===== config.mk =====
export PLATFORM = sky130hd
export DESIGN_NAME = imu_frame_parser_yaw_unwrap
export DESIGN_NICKNAME = d
export VERILOG_FILES = /design/src/sv/imufp_pkg.sv /design/src/sv/imufp_byte_cell.sv /design/src/sv/imufp_yaw_track.sv /design/src/sv/imu_frame_parser_yaw_unwrap.sv
export SDC_FILE = /design/constraint.sdc
export NUM_CORES = 1
export LEC_CHECK = 0
export ABC_CLOCK_PERIOD_IN_PS = 7200
export BUFFER_PORTS_ARGS = -buffer_cell sky130_fd_sc_hd__buf_2
export CAP_MARGIN = 0
export CORE_MARGIN = 3
export CORE_UTILIZATION = 40
export CTS_BUF_LIST = sky130_fd_sc_hd__clkbuf_16
export CTS_CLUSTER_DIAMETER = 50
export DETAILED_ROUTE_END_ITERATION = 10
export GPL_TIMING_DRIVEN = 0
export PLACE_DENSITY = 0.6
export SYNTH_ARGS = -nofsm -noshare
export SYNTH_HDL_FRONTEND = slang
export SYNTH_SLANG_ARGS = --single-unit

===== constraint.sdc =====
create_clock -name aclk -period 7.2 [get_ports aclk]
set_input_delay 2.16 -clock aclk [delete_from_list [all_inputs] [get_ports aclk]]
set_output_delay 2.16 -clock aclk [all_outputs]
set_load 0.005 [all_outputs]

===== src/sv/imufp_pkg.sv =====
// Shared types and codes for the IMU frame parser with yaw unwrapping.
// No dependencies; imported by the top level, the yaw tracker and the checker.
package imufp_pkg;

    // Frame kind codes as reported on the result channel
    localparam logic [1:0] KIND_ACCEL = 2'd0;
    localparam logic [1:0] KIND_GYRO  = 2'd1;
    localparam logic [1:0] KIND_ANGLE = 2'd2;
    localparam logic [1:0] KIND_OTHER = 2'd3;

    // Configuration register indexes
    localparam int unsigned CFG_IDX_W = 3;
    localparam logic [CFG_IDX_W-1:0] CFG_START_BYTE = 3'd0;
    localparam logic [CFG_IDX_W-1:0] CFG_ACCEL_ID   = 3'd1;
    localparam logic [CFG_IDX_W-1:0] CFG_GYRO_ID    = 3'd2;
    localparam logic [CFG_IDX_W-1:0] CFG_ANGLE_ID   = 3'd3;
    localparam logic [CFG_IDX_W-1:0] CFG_WRAP_THR   = 3'd4;
    localparam int unsigned CFG_DATA_W = 16;

    // Register reset values
    localparam logic [7:0]  START_BYTE_RST = 8'd85;
    localparam logic [7:0]  ACCEL_ID_RST   = 8'd81;
    localparam logic [7:0]  GYRO_ID_RST    = 8'd82;
    localparam logic [7:0]  ANGLE_ID_RST   = 8'd83;
    localparam logic [15:0] WRAP_THR_RST   = 16'd54613;

    // Decoded frame handed from the parser stage to the yaw tracker
    typedef struct packed {
        logic [1:0]         kind;
        logic signed [15:0] ax;
        logic signed [15:0] ay;
        logic signed [15:0] az;
    } dec_t;

endpackage


===== src/sv/imufp_byte_cell.sv =====
// One cell of the frame byte chain: holds one byte, passes it on when shifting.
// Depends on nothing; instantiated in a row by the top level.
module imufp_byte_cell (
    input  logic       aclk,
    input  logic       shift_en,
    input  logic [7:0] d_in,
    output logic [7:0] q_out
);

    logic [7:0] byte_reg;

    // Payload only, no reset needed
    always_ff @(posedge aclk) begin
        if (shift_en) begin
            byte_reg <= d_in;
        end
    end

    assign q_out = byte_reg;

endmodule


===== src/sv/imufp_yaw_track.sv =====
// Yaw turn tracker: holds last raw yaw and a saturating turn count.
// Depends on imufp_pkg (dec_t, KIND_ANGLE).
module imufp_yaw_track #(
    parameter int unsigned TURN_BITS = 16
) (
    input  logic                        aclk,
    input  logic                        aresetn,
    input  logic                        upd_en,
    input  imufp_pkg::dec_t             dec,
    input  logic [15:0]                 wrap_thr,
    output logic signed [TURN_BITS-1:0] turns,
    output logic signed [15:0]          last_yaw
);
    import imufp_pkg::*;

    localparam logic signed [TURN_BITS-1:0] TURN_HI = {1'b0, {(TURN_BITS-1){1'b1}}};
    localparam logic signed [TURN_BITS-1:0] TURN_LO = ~TURN_HI + 1'b1;

    logic signed [TURN_BITS-1:0] turns_reg, turns_next;
    logic signed [15:0]          yaw_reg, yaw_next;
    logic signed [16:0]          diff;
    logic signed [16:0]          thr_pos;
    logic signed [16:0]          thr_neg;

    // Jump detection against the previous raw yaw; small jumps leave turns alone
    always_comb begin
        diff       = 17'(dec.az) - 17'(yaw_reg);
        thr_pos    = signed'({1'b0, wrap_thr});
        thr_neg    = -thr_pos;
        turns_next = turns_reg;
        yaw_next   = yaw_reg;
        if (dec.kind == KIND_ANGLE) begin
            yaw_next = dec.az;
            if (diff > thr_pos) begin
                if (turns_reg > TURN_LO) turns_next = turns_reg - 1'b1;
            end else if (diff < thr_neg) begin
                if (turns_reg < TURN_HI) turns_next = turns_reg + 1'b1;
            end
        end
    end

    always_ff @(posedge aclk) begin
        if (!aresetn) begin
            turns_reg <= '0;
            yaw_reg   <= '0;
        end else if (upd_en) begin
            turns_reg <= turns_next;
            yaw_reg   <= yaw_next;
        end
    end

    assign turns    = turns_reg;
    assign last_yaw = yaw_reg;

endmodule


===== src/sv/imu_frame_parser_yaw_unwrap.sv =====
// IMU serial frame parser with sum checksum and yaw turn unwrapping.
// A frame's result passes the decode stage register, then the output register.
// Throughput: one byte per cycle while s_ready is high; cells shift on frame bytes.
// Reset (aresetn low, synchronous): parser waits for start, registers back to
// defaults, turns and last yaw cleared, no result pending. Depends on imufp_pkg.
module imu_frame_parser_yaw_unwrap #(
    parameter int unsigned FRAME_BYTES = 11,
    parameter int unsigned TURN_BITS   = 16
) (
    input  logic                                 aclk,
    input  logic                                 aresetn,
    // configuration write channel
    input  logic                                 cfg_valid,
    output logic                                 cfg_ready,
    input  logic [imufp_pkg::CFG_IDX_W-1:0]      cfg_index,
    input  logic [imufp_pkg::CFG_DATA_W-1:0]     cfg_data,
    // byte input channel
    input  logic                                 s_valid,
    output logic                                 s_ready,
    input  logic [7:0]                           s_rx_byte,
    // result channel
    output logic                                 m_valid,
    input  logic                                 m_ready,
    output logic [1:0]                           m_frame_kind,
    output logic signed [15:0]                   m_axis_x,
    output logic signed [15:0]                   m_axis_y,
    output logic signed [15:0]                   m_axis_z,
    output logic signed [15:0]                   m_turn_count,
    output logic signed [31:0]                   m_unwrapped_yaw
);
    import imufp_pkg::*;

    localparam int unsigned CELLS = FRAME_BYTES - 1;
    localparam int unsigned CNT_W = $clog2(FRAME_BYTES);
    localparam logic [CNT_W-1:0] LAST_CNT = CNT_W'(FRAME_BYTES - 1);

    // Configuration registers
    logic [7:0]  start_byte_reg, accel_id_reg, gyro_id_reg, angle_id_reg;
    logic [15:0] wrap_thr_reg;

    // Parser control
    logic             in_frame_reg;
    logic [CNT_W-1:0] cnt_reg;
    logic [7:0]       sum_reg;
    logic             s_fire, shift_en, last_byte, p_load, o_load;

    // Byte chain
    logic [7:0] cell_q [CELLS];
    logic [7:0] view [8];

    // Decode stage and output stage
    dec_t dec_now, p_reg, o_reg;
    logic p_valid_reg, o_valid_reg;
    logic signed [TURN_BITS-1:0] turns;
    logic signed [15:0]          last_yaw;

    // Configuration port, always ready
    assign cfg_ready = 1'b1;
    always_ff @(posedge aclk) begin
        if (!aresetn) begin
            start_byte_reg <= START_BYTE_RST;
            accel_id_reg   <= ACCEL_ID_RST;
            gyro_id_reg    <= GYRO_ID_RST;
            angle_id_reg   <= ANGLE_ID_RST;
            wrap_thr_reg   <= WRAP_THR_RST;
        end else if (cfg_valid) begin
            unique case (cfg_index)
                CFG_START_BYTE: start_byte_reg <= cfg_data[7:0];
                CFG_ACCEL_ID:   accel_id_reg   <= cfg_data[7:0];
                CFG_GYRO_ID:    gyro_id_reg    <= cfg_data[7:0];
                CFG_ANGLE_ID:   angle_id_reg   <= cfg_data[7:0];
                CFG_WRAP_THR:   wrap_thr_reg   <= cfg_data;
                default: ;
            endcase
        end
    end

    // Handshake and pipeline enables
    assign o_load    = p_valid_reg && (!o_valid_reg || m_ready);
    assign s_ready   = !p_valid_reg || o_load;
    assign s_fire    = s_valid && s_ready;
    assign last_byte = in_frame_reg && (cnt_reg == LAST_CNT);
    assign shift_en  = s_fire && (in_frame_reg || (s_rx_byte == start_byte_reg));
    assign p_load    = s_fire && last_byte && (sum_reg == s_rx_byte);

    // Frame framing, byte count and running checksum
    always_ff @(posedge aclk) begin
        if (!aresetn) begin
            in_frame_reg <= 1'b0;
            cnt_reg      <= '0;
        end else if (s_fire) begin
            if (!in_frame_reg) begin
                if (s_rx_byte == start_byte_reg) begin
                    in_frame_reg <= 1'b1;
                    cnt_reg      <= CNT_W'(1);
                end
            end else if (last_byte) begin
                in_frame_reg <= 1'b0;
                cnt_reg      <= '0;
            end else begin
                cnt_reg <= cnt_reg + 1'b1;
            end
        end
    end

    always_ff @(posedge aclk) begin
        if (s_fire) begin
            if (!in_frame_reg) begin
                sum_reg <= s_rx_byte;
            end else begin
                sum_reg <= sum_reg + s_rx_byte;
            end
        end
    end

    // Row of byte cells; byte j of the frame sits in cell CELLS-1-j
    genvar k;
    generate
        for (k = 0; k < CELLS; k++) begin : g_cell
            if (k == 0) begin : g_head
                imufp_byte_cell u_cell (
                    .aclk     (aclk),
                    .shift_en (shift_en),
                    .d_in     (s_rx_byte),
                    .q_out    (cell_q[k])
                );
            end else begin : g_body
                imufp_byte_cell u_cell (
                    .aclk     (aclk),
                    .shift_en (shift_en),
                    .d_in     (cell_q[k-1]),
                    .q_out    (cell_q[k])
                );
            end
        end

        // Frame bytes 0..7 as seen while the last byte is on the input
        for (k = 0; k < 8; k++) begin : g_view
            if (k < CELLS) begin : g_cell_byte
                assign view[k] = cell_q[CELLS-1-k];
            end else if (k == CELLS) begin : g_last_byte
                assign view[k] = s_rx_byte;
            end else begin : g_absent
                assign view[k] = 8'd0;
            end
        end
    endgenerate

    // Classify by ID byte and pick up the three axes
    always_comb begin
        priority if (view[1] == accel_id_reg) dec_now.kind = KIND_ACCEL;
        else if (view[1] == gyro_id_reg)      dec_now.kind = KIND_GYRO;
        else if (view[1] == angle_id_reg)     dec_now.kind = KIND_ANGLE;
        else                                  dec_now.kind = KIND_OTHER;
        dec_now.ax = signed'({view[3], view[2]});
        dec_now.ay = signed'({view[5], view[4]});
        dec_now.az = signed'({view[7], view[6]});
    end

    // Decode stage register
    always_ff @(posedge aclk) begin
        if (!aresetn) begin
            p_valid_reg <= 1'b0;
        end else if (p_load) begin
            p_valid_reg <= 1'b1;
        end else if (o_load) begin
            p_valid_reg <= 1'b0;
        end
    end

    always_ff @(posedge aclk) begin
        if (p_load) begin
            p_reg <= dec_now;
        end
    end

    // Yaw state advances as the item enters the output register
    imufp_yaw_track #(
        .TURN_BITS (TURN_BITS)
    ) u_yaw (
        .aclk     (aclk),
        .aresetn  (aresetn),
        .upd_en   (o_load),
        .dec      (p_reg),
        .wrap_thr (wrap_thr_reg),
        .turns    (turns),
        .last_yaw (last_yaw)
    );

    // Output register
    always_ff @(posedge aclk) begin
        if (!aresetn) begin
            o_valid_reg <= 1'b0;
        end else if (o_load) begin
            o_valid_reg <= 1'b1;
        end else if (m_ready) begin
            o_valid_reg <= 1'b0;
        end
    end

    always_ff @(posedge aclk) begin
        if (o_load) begin
            o_reg <= p_reg;
        end
    end

    assign m_valid      = o_valid_reg;
    assign m_frame_kind = o_reg.kind;
    assign m_axis_x     = o_reg.ax;
    assign m_axis_y     = o_reg.ay;
    assign m_axis_z     = o_reg.az;
    assign m_turn_count = 16'(turns);
    // turns * 65536 + sign-extended yaw: upper half takes a borrow for negative yaw
    assign m_unwrapped_yaw = {m_turn_count + {16{last_yaw[15]}}, last_yaw};

endmodule


-- Word-level counts from Yosys, hierarchy flattened
Cells that the tools add are included.
Widths: inputs -> output; s select.
- eq/ne operators: 12
- reduce and logical (&&, ||, !) cells: 26
- mux-type cells: 17
- add/sub/neg operators: 7
- order comparisons: 4
- operator list (cell ; number):
    $mux 16 ; 4
    $eq 8x8->1 ; 5
    $gt 17x17->1 ; 1
    $lt 17x17->1 ; 1
    $neg 16->17 ; 1
    $sub 16x16->17 ; 1
    $add 16x1->16 const B ; 1
    $add 16x16->16 ; 1
    $gt 16x16->1 const B ; 1
    $lt 16x16->1 const B ; 1
    $sub 16x1->16 const B ; 1
    $reduce_and 2->1 ; 7
    $mux 4 ; 3
    $reduce_bool 2->1 ; 5
    $mux 1 ; 9
    $add 8x8->8 ; 1
    $mux 8 ; 1
    $eq 3x2->1 const B ; 2
    $logic_and 1x1->1 ; 6
    $reduce_and 5->1 ; 1
    $add 4x1->4 const B ; 1
    $eq 4x4->1 const B ; 1
    $eq 3x1->1 const B ; 1
    $eq 3x3->1 const B ; 1
    other kinds (6) ; 9
- word-level logic and storage cells: 96
- input port bits: 32
- output and inout bits: 101
- bits in registers: 267

-- Depth between registers and ports, before layout
Gate-level depths: netlist of the first run.
- depth in word-level cells: 8
- mapped depth: 27
- depth with buffers taken out: 26

-- Hierarchy
From an unflattened synthesis of the first run, not the netlist that was laid out.
- cells, all modules: 1109
- area, all modules: 12548.3 sq um
- modules (own cells, without submodules) (module ; area an instance (sq um) ; times used ; sequential area each (sq um) ; cells each):
    imu_frame_parser_yaw_unwrap ; 6792.8 ; 1 ; 4344.2 ; 555
    imufp_yaw_track ; 3593.4 ; 1 ; 640.6 ; 482
    imufp_byte_cell ; 240.2 ; 9 ; 240.2 ; 8

-- Worst setup path after synthesis of the first run
OpenSTA, ideal clock, no wires.
- path type: input-to-reg
- start: in m_ready
- end: reg u_yaw.turns_reg[11] (netlist: u_yaw.turns[11])
- data arrival time: 6.302 ns
- buffers on the path: 2
- path slack: 0.823 ns
- data required time: 7.124 ns
- library setup time: 0.076 ns
- stages on the path: 10
- path through: nor2b_1 -> nor2b_1 -> nand3b_2 -> nor3_1 -> o211a_1 -> mux2i_1 -> buf_4 -> buf_8 -> or3_1 -> a21boi_0
- word-level cells in the longest chain between the ends: 3
- ends and longest elaborated chain (element ; line ; source):
    from (decl) ; imu_frame_parser_yaw_unwrap.sv:23 ; input logic m_ready,
    $logic_or 1x1->1 ; imu_frame_parser_yaw_unwrap.sv:79 ; assign o_load = p_valid_reg && (!o_valid_reg || m_ready);
    $logic_and 1x1->1 ; imu_frame_parser_yaw_unwrap.sv:79 ;
    net o_load ; imu_frame_parser_yaw_unwrap.sv:45 ; logic s_fire, shift_en, last_byte, p_load, o_load;
    $reduce_and 5->1 (no line) ; - ;
    to (signal assigned) ; imufp_yaw_track.sv:47 ; turns_reg <= turns_next;
    to (decl) ; imufp_yaw_track.sv:19 ; logic signed [TURN_BITS-1:0] turns_reg, turns_next;
The timed path passes the listed nets, and every way through them passes these cells.
A chain may end at the register's enable or synchronous reset.

-- Final worst setup path of the first run
- start: reg u_yaw.yaw_reg[15] (netlist: u_yaw.last_yaw[15])
- end: out m_unwrapped_yaw[30]
- word-level cells in the longest chain between the ends: 1
- ends and longest elaborated chain (element ; line ; source):
    from (decl) ; imufp_yaw_track.sv:20 ; logic signed [15:0] yaw_reg, yaw_next;
    from (signal assigned) ; imufp_yaw_track.sv:48 ; yaw_reg <= yaw_next;
    $add 16x16->16 ; imu_frame_parser_yaw_unwrap.sv:214 ; assign m_unwrapped_yaw = {m_turn_count + {16{last_yaw[15]}}, last_yaw};
    to (decl) ; imu_frame_parser_yaw_unwrap.sv:29 ; output logic signed [31:0] m_unwrapped_yaw
Every way passes these cells.

==> run metrics, run 1 <==
final hold violations=0; Pleak=5.61 nW; Placer Congestion=0.845; Worst setup EP type=output port; Row Count=63; final cell count without fillers=1,657; Synthesized Nets=1,181; worst r2r path cells=20; initial antenna violation count=3; Psw=694 µW; switching share of total power=21.2%; pwr dens=223 mW/mm²; IR drop worst, VDD=0.000183 V; skew final=11.6 ps; sequential share of power=50.1%; Detail Placement HPWL=19,700 µm; dpl cells=1,597; max reg flops=64; Rel. slew slack=44.0%; clk buf depth=3; worst r2r src=p_reg[7]; final net count=1,349; Post-DRT Antenna Nets=0; Synth top cells by count=180 x edfxtp_1, 147 x nand2_1, 87 x dfxtp_1; R2R Path End=u_yaw.turns[8]; CTS Buf Count=31; Int Pwr=2.57 mW; Comb pwr share=3.2%; Reg2Reg Setup Slack=1390 ps; Die ar.=0.0331 mm²; Worst-Skew Late Latency=550 ps; Seq/Total Area, Yosys=57.7%; clock root buffer=clkbuf_16; Tmin final=6290 ps; H-tree depth=1; outcome=completed; CTS clk-pin slew, worst paths=60 ps; DR iter-0 viols=525; I/O pin total=133; most area-consuming cells after synthesis=edfxtp_1 44%, dfxtp_1 14%, ha_1 7.5%, nand2_1 4.5%, xnor2_1 3.9%; CTS tree=yes; Syn Area/Cell=11.6 µm²; share of cells above drive strength 1=16.7%; Setup CP Type=reg -> out; Max Slew Vio Count=0; Hold-fix buffers, CTS=0; GR Overflow Total=0; Synth area leader=edfxtp_1; PostCTS Resize Cnt=0; most frequent cell after synthesis=edfxtp_1; max frequency=0.159 GHz; Mapped Area=0.0124 mm²; vias per inst=5.07; worst hold path class=reg -> reg; Synth Instances=1,072; RSZ-0062 raised after global routing=no; Clk pwr share=46.7%; CP required=5040 ps; routed len/inst=16.2 µm; GRT Util Overall=15.9%; number of global-route vias before repair=8,045; top_reg_cell synth=edfxtp_1; DIE HEIGHT=182 µm; Min-Delay Endpoint=m_axis_y[9]; final worst-path cycle share=87.4%; worst slack, placed=1400 ps; Area Overhead vs Synth=18.3%; #FFs+latches synth=267; critical path launch point=u_yaw.last_yaw[15]; DRT Pass-1 Iters=5; post-synthesis async set-or-reset flop share=0%; Hold Crit Depth=0; Worst EP arrival=4130 ps; Core Util, Final=48.7%; hold path start=p_reg[25]; area share of the largest cell type after synthesis=43.7%; initial core utilization=41.1%; crit path launch type=flip-flop; total wire length=26,900 µm; first-pass GRT wire length=42,900 µm; largest net degree at the start of global routing=58; via count=8,409; Worst-Margin Slew=831 ps; Tot Pwr=3.27 mW; die width=182 µm; setup slack after layout=907 ps; CP Max Fanout=19; clock sinks=267; Core Box Area=0.0301 mm²; final setup fails=0; max cap viols=0; Post-CTS Setup Bufs=0; Distinct cells, synth=56; synth warn=0; PortBufs=131; Post-route DRC=0; number of flops mapped to enable cells by yosys=180
==> cells in the final DEF, fill, tap and decap left out, types with 11 or more instances in the layout <==
cell       count
nor2_1        49
inv_1         54
a21oi_1       31
dfxtp_1       87
xor2_1        23
a21boi_0      49
nand2_1      147
nand4_1       16
clkbuf_16     31
nor3_1        33
buf_2        132
xnor2_1       55
clkbuf_1      23
nand3_1       27
mux2i_1       14
o21a_1        11
edfxtp_1     180
o21ai_0       35
o211ai_1      11
nor2b_1       15
or3_1         19
ha_1          74
nor4_1        14
==> layout make-up <==
| cell class | instances | area [µm²] |
|---|---|---|
| well taps | 390 | 488 |
| inverters | 51 | 194 |
| diodes | 2 | 5.00 |
| fillers | 2732 | 15500 |
| plain buffers | 31 | 153 |
| multi-input cells | 723 | 4910 |
| clock buffers | 31 | 776 |
| clock inverters | 27 | 234 |
| flip-flops and latches | 267 | 7150 |
| repair buffers | 135 | 751 |
==> worst max-delay path: stages (launching register included) <==
cell and delay (ps):
dfxtp_1 830, inv_1 330, fa_1 520, nor2b_1 140, o21a_1 160, o21ai_0 130
a2111oi_0 660, o31ai_1 260, o21bai_1 180, a21oi_1 90, xnor2_1 140, buf_2 140
==> per-stage QoR <==
step	setup TNS, ps	hold slack [ps]	cell area [µm²]
floorplan	0	400	12400
global placement	-34350	401	13500
detailed placement	0	405	13600
CTS	0	418	14600
global route	0	424	14700
finish	0	418	14700
==> metal layers <==
| layer | part of all wire (%) | track usage [%] |
|---|---|---|
| met2 | 45 | 25.5 |
| met1 | 49 | 23.0 |
| met3 | 4.6 | 2.64 |
| met5 | 0.026 | 0 |
| met4 | 1.9 | 3.23 |
==> power by group through the flow <==
| stage | registers, mW | logic, mW | clock network, mW |
|---|---|---|---|
| after detailed placement | 1.67 | 0.103 | 0 |
| final | 1.64 | 0.103 | 1.53 |
| after global routing | 1.64 | 0.116 | 1.62 |
| after floorplan | 1.67 | 0.0668 | 0 |
| after CTS | 1.64 | 0.104 | 1.55 |
| after global placement | 1.67 | 0.101 | 0 |
==> worst max path at each step <==
stage                           to  slack (ps)  cells after the start
2_1_floorplan      u_yaw.turns[11]         820                     10
3_3_place_gp       u_yaw.turns[11]       -1640                     11
3_5_place_dp        u_yaw.turns[8]        1400                     20
4_1_cts        m_unwrapped_yaw[30]         910                     11
5_1_grt        m_unwrapped_yaw[30]         590                     11
6_report       m_unwrapped_yaw[30]         910                     11
==> cells by family (layout without fill, tap and decap cells) <==
| logic type | count (synthesis) | in the layout | synth area share (%) |
|---|---|---|---|
| flip-flops | 267 | 267 | 57.7 |
| XOR/XNOR | 78 | 78 | 5.52 |
| multiplexers | 23 | 23 | 1.95 |
| adder cells (fa/ha/maj) | 77 | 77 | 7.96 |
| buffers and inverters | 82 | 275 | 2.78 |
| AO/OA/AOI/OAI | 182 | 182 | 9.92 |
| AND/OR/NAND/NOR | 362 | 362 | 14.1 |
| other | 1 | 3 | 0.0303 |
No activity file was read; power rests on OpenSTA's default activity.
==> inputs of run 2 (changes only) <==
Settings changed: RECOVER_POWER set to 100.
==> run 2 against run 1 <==
- hold slack is essentially flat
- sequential share of layout area up 0.59 points
- critical path depth unchanged
- setup slack worse by 24 ps
- the run now ends with capacitance limit, slew limit left
- register-to-register slack worse by 160 ps
- largest cell class unchanged
- flip-flop and latch count stayed put
- sequential power about the same
- power is essentially flat
- clock skew about the same
- critical endpoint unchanged
==> run metrics, run 2 (synthesis results as in run 1) <==
outcome=finished with violations; failing checks=capacitance limit, slew limit; PortBufs=131; CP required=5040 ps; first-pass GRT wire length=42,900 µm; initial antenna violation count=3; Post-CTS Setup Bufs=0; total wire length=26,900 µm; number of global-route vias before repair=8,045; WHS=418 ps; Core Box Area=0.0301 mm²; max frequency=0.158 GHz; share of cells above drive strength 1=11.5%; Hold-fix buffers, CTS=0; Max Slew Vio Count=49; commonest cells after routing, fill and taps aside=180 x edfxtp_1, 147 x nand2_1, 87 x dfxtp_1; DIE HEIGHT=182 µm; CP Max Fanout=19; setup tns final=0 ps; max reg flops=64; clock root buffer=clkbuf_16; final cell count without fillers=1,657; I/O pin total=133; Tot Pwr=3.27 mW; final net count=1,349; crit path launch type=flip-flop; final hold violations=0; setup slack after layout=883 ps; Placer Congestion=0.845; Post-route DRC=0; GR Overflow Total=0; fill count=2,769; Worst setup EP type=output port; final setup fails=0; Worst EP arrival=4160 ps; max cap viols=2; DRT Pass-1 Iters=5; routed len/inst=16.2 µm; GRT Util Overall=15.9%; commonest non-fill, non-tap cell in the layout=edfxtp_1; CTS clk-pin slew, worst paths=60 ps; Setup CP Type=reg -> out; Core Util, Final=48.1%; Post-Place Cell Area=0.0136 mm²; Area Overhead vs Synth=16.9%; multi-input logic area=0.00488 mm²; worst hold path class=reg -> reg; via count=8,397; worst r2r path cells=20; R2R Path End=u_yaw.turns[8]; worst r2r src=p_reg[7]; dpl cells=1,597; Detail Placement HPWL=19,700 µm; Tmin final=6320 ps; sequential cell area=0.00715 mm²; Post-DRT Antenna Nets=0; DR iter-0 viols=534; vias per inst=5.07; Reg2Reg Setup Slack=1230 ps; clk buf depth=3; worst slack, placed=1400 ps; Rel. slew slack=-52.1%; skew final=11.3 ps; largest net degree at the start of global routing=58; Min-Delay Endpoint=m_axis_x[9]; H-tree depth=1; pwr dens=226 mW/mm²; initial core utilization=41.1%; cell area after layout=0.0145 mm²; Worst-Margin Slew=2280 ps; IR drop worst, VDD=0.000183 V; PostCTS Resize Cnt=0; die width=182 µm; Hold Crit Depth=0; CTS Buf Count=31; Pleak=5.35 nW; final worst-path cycle share=87.7%; Die ar.=0.0331 mm²; hold path start=p_reg[41]; RSZ-0062 raised after global routing=no; Worst-Skew Late Latency=550 ps; Row Count=63; CTS tree=yes; clock sinks=267
run 2: power breakdown:
part           switching (mW)  internal, mW  leakage [nW]
combinational          0.0589        0.0429          2.52
clock                   0.628         0.899         0.510
sequential            0.00748          1.63          2.31
total                   0.695          2.57          5.35
run 2: final cells by class:
class	instances	area share [%]
clock buffer	31	5.36
sequential	267	49.4
multi-input combinational	723	33.7
inverter	51	1.33
buffer	31	0.951
tap	390	3.37
antenna	2	0.0346
clock inverter	27	1.62
timing repair buffer	135	4.25
run 2: worst max path at each step:
stage	start	end	cells after the start
3_3_place_gp	m_ready	u_yaw.turns[11]	11
3_5_place_dp	p_reg[7]	u_yaw.turns[8]	20
5_1_grt	u_yaw.last_yaw[15]	m_unwrapped_yaw[30]	11
4_1_cts	u_yaw.last_yaw[15]	m_unwrapped_yaw[30]	11
2_1_floorplan	m_ready	u_yaw.turns[11]	10
6_report	u_yaw.last_yaw[15]	m_unwrapped_yaw[30]	11
run 2: critical path: stages, from the launching register on:
cell and delay [ps]:
dfxtp_1 840, inv_1 330, fa_1 520, nor2b_1 140
o21a_1 160, o21ai_0 130, a2111oi_0 660, o31ai_1 260
o21bai_1 180, a21oi_1 90, xnor2_1 150, clkbuf_1 140
run 2: per-layer routing:
| layer | part of all wire (%) | GRT usage (%) | vias up |
|---|---|---|---|
| li1 | - | - | 4230 |
| met1 | 48 | 23.0 | 3934 |
| met2 | 45 | 25.5 | 193 |
| met3 | 5.3 | 2.64 | 38 |
| met4 | 1.9 | 3.23 | 2 |
| met5 | 0.026 | 0 | - |
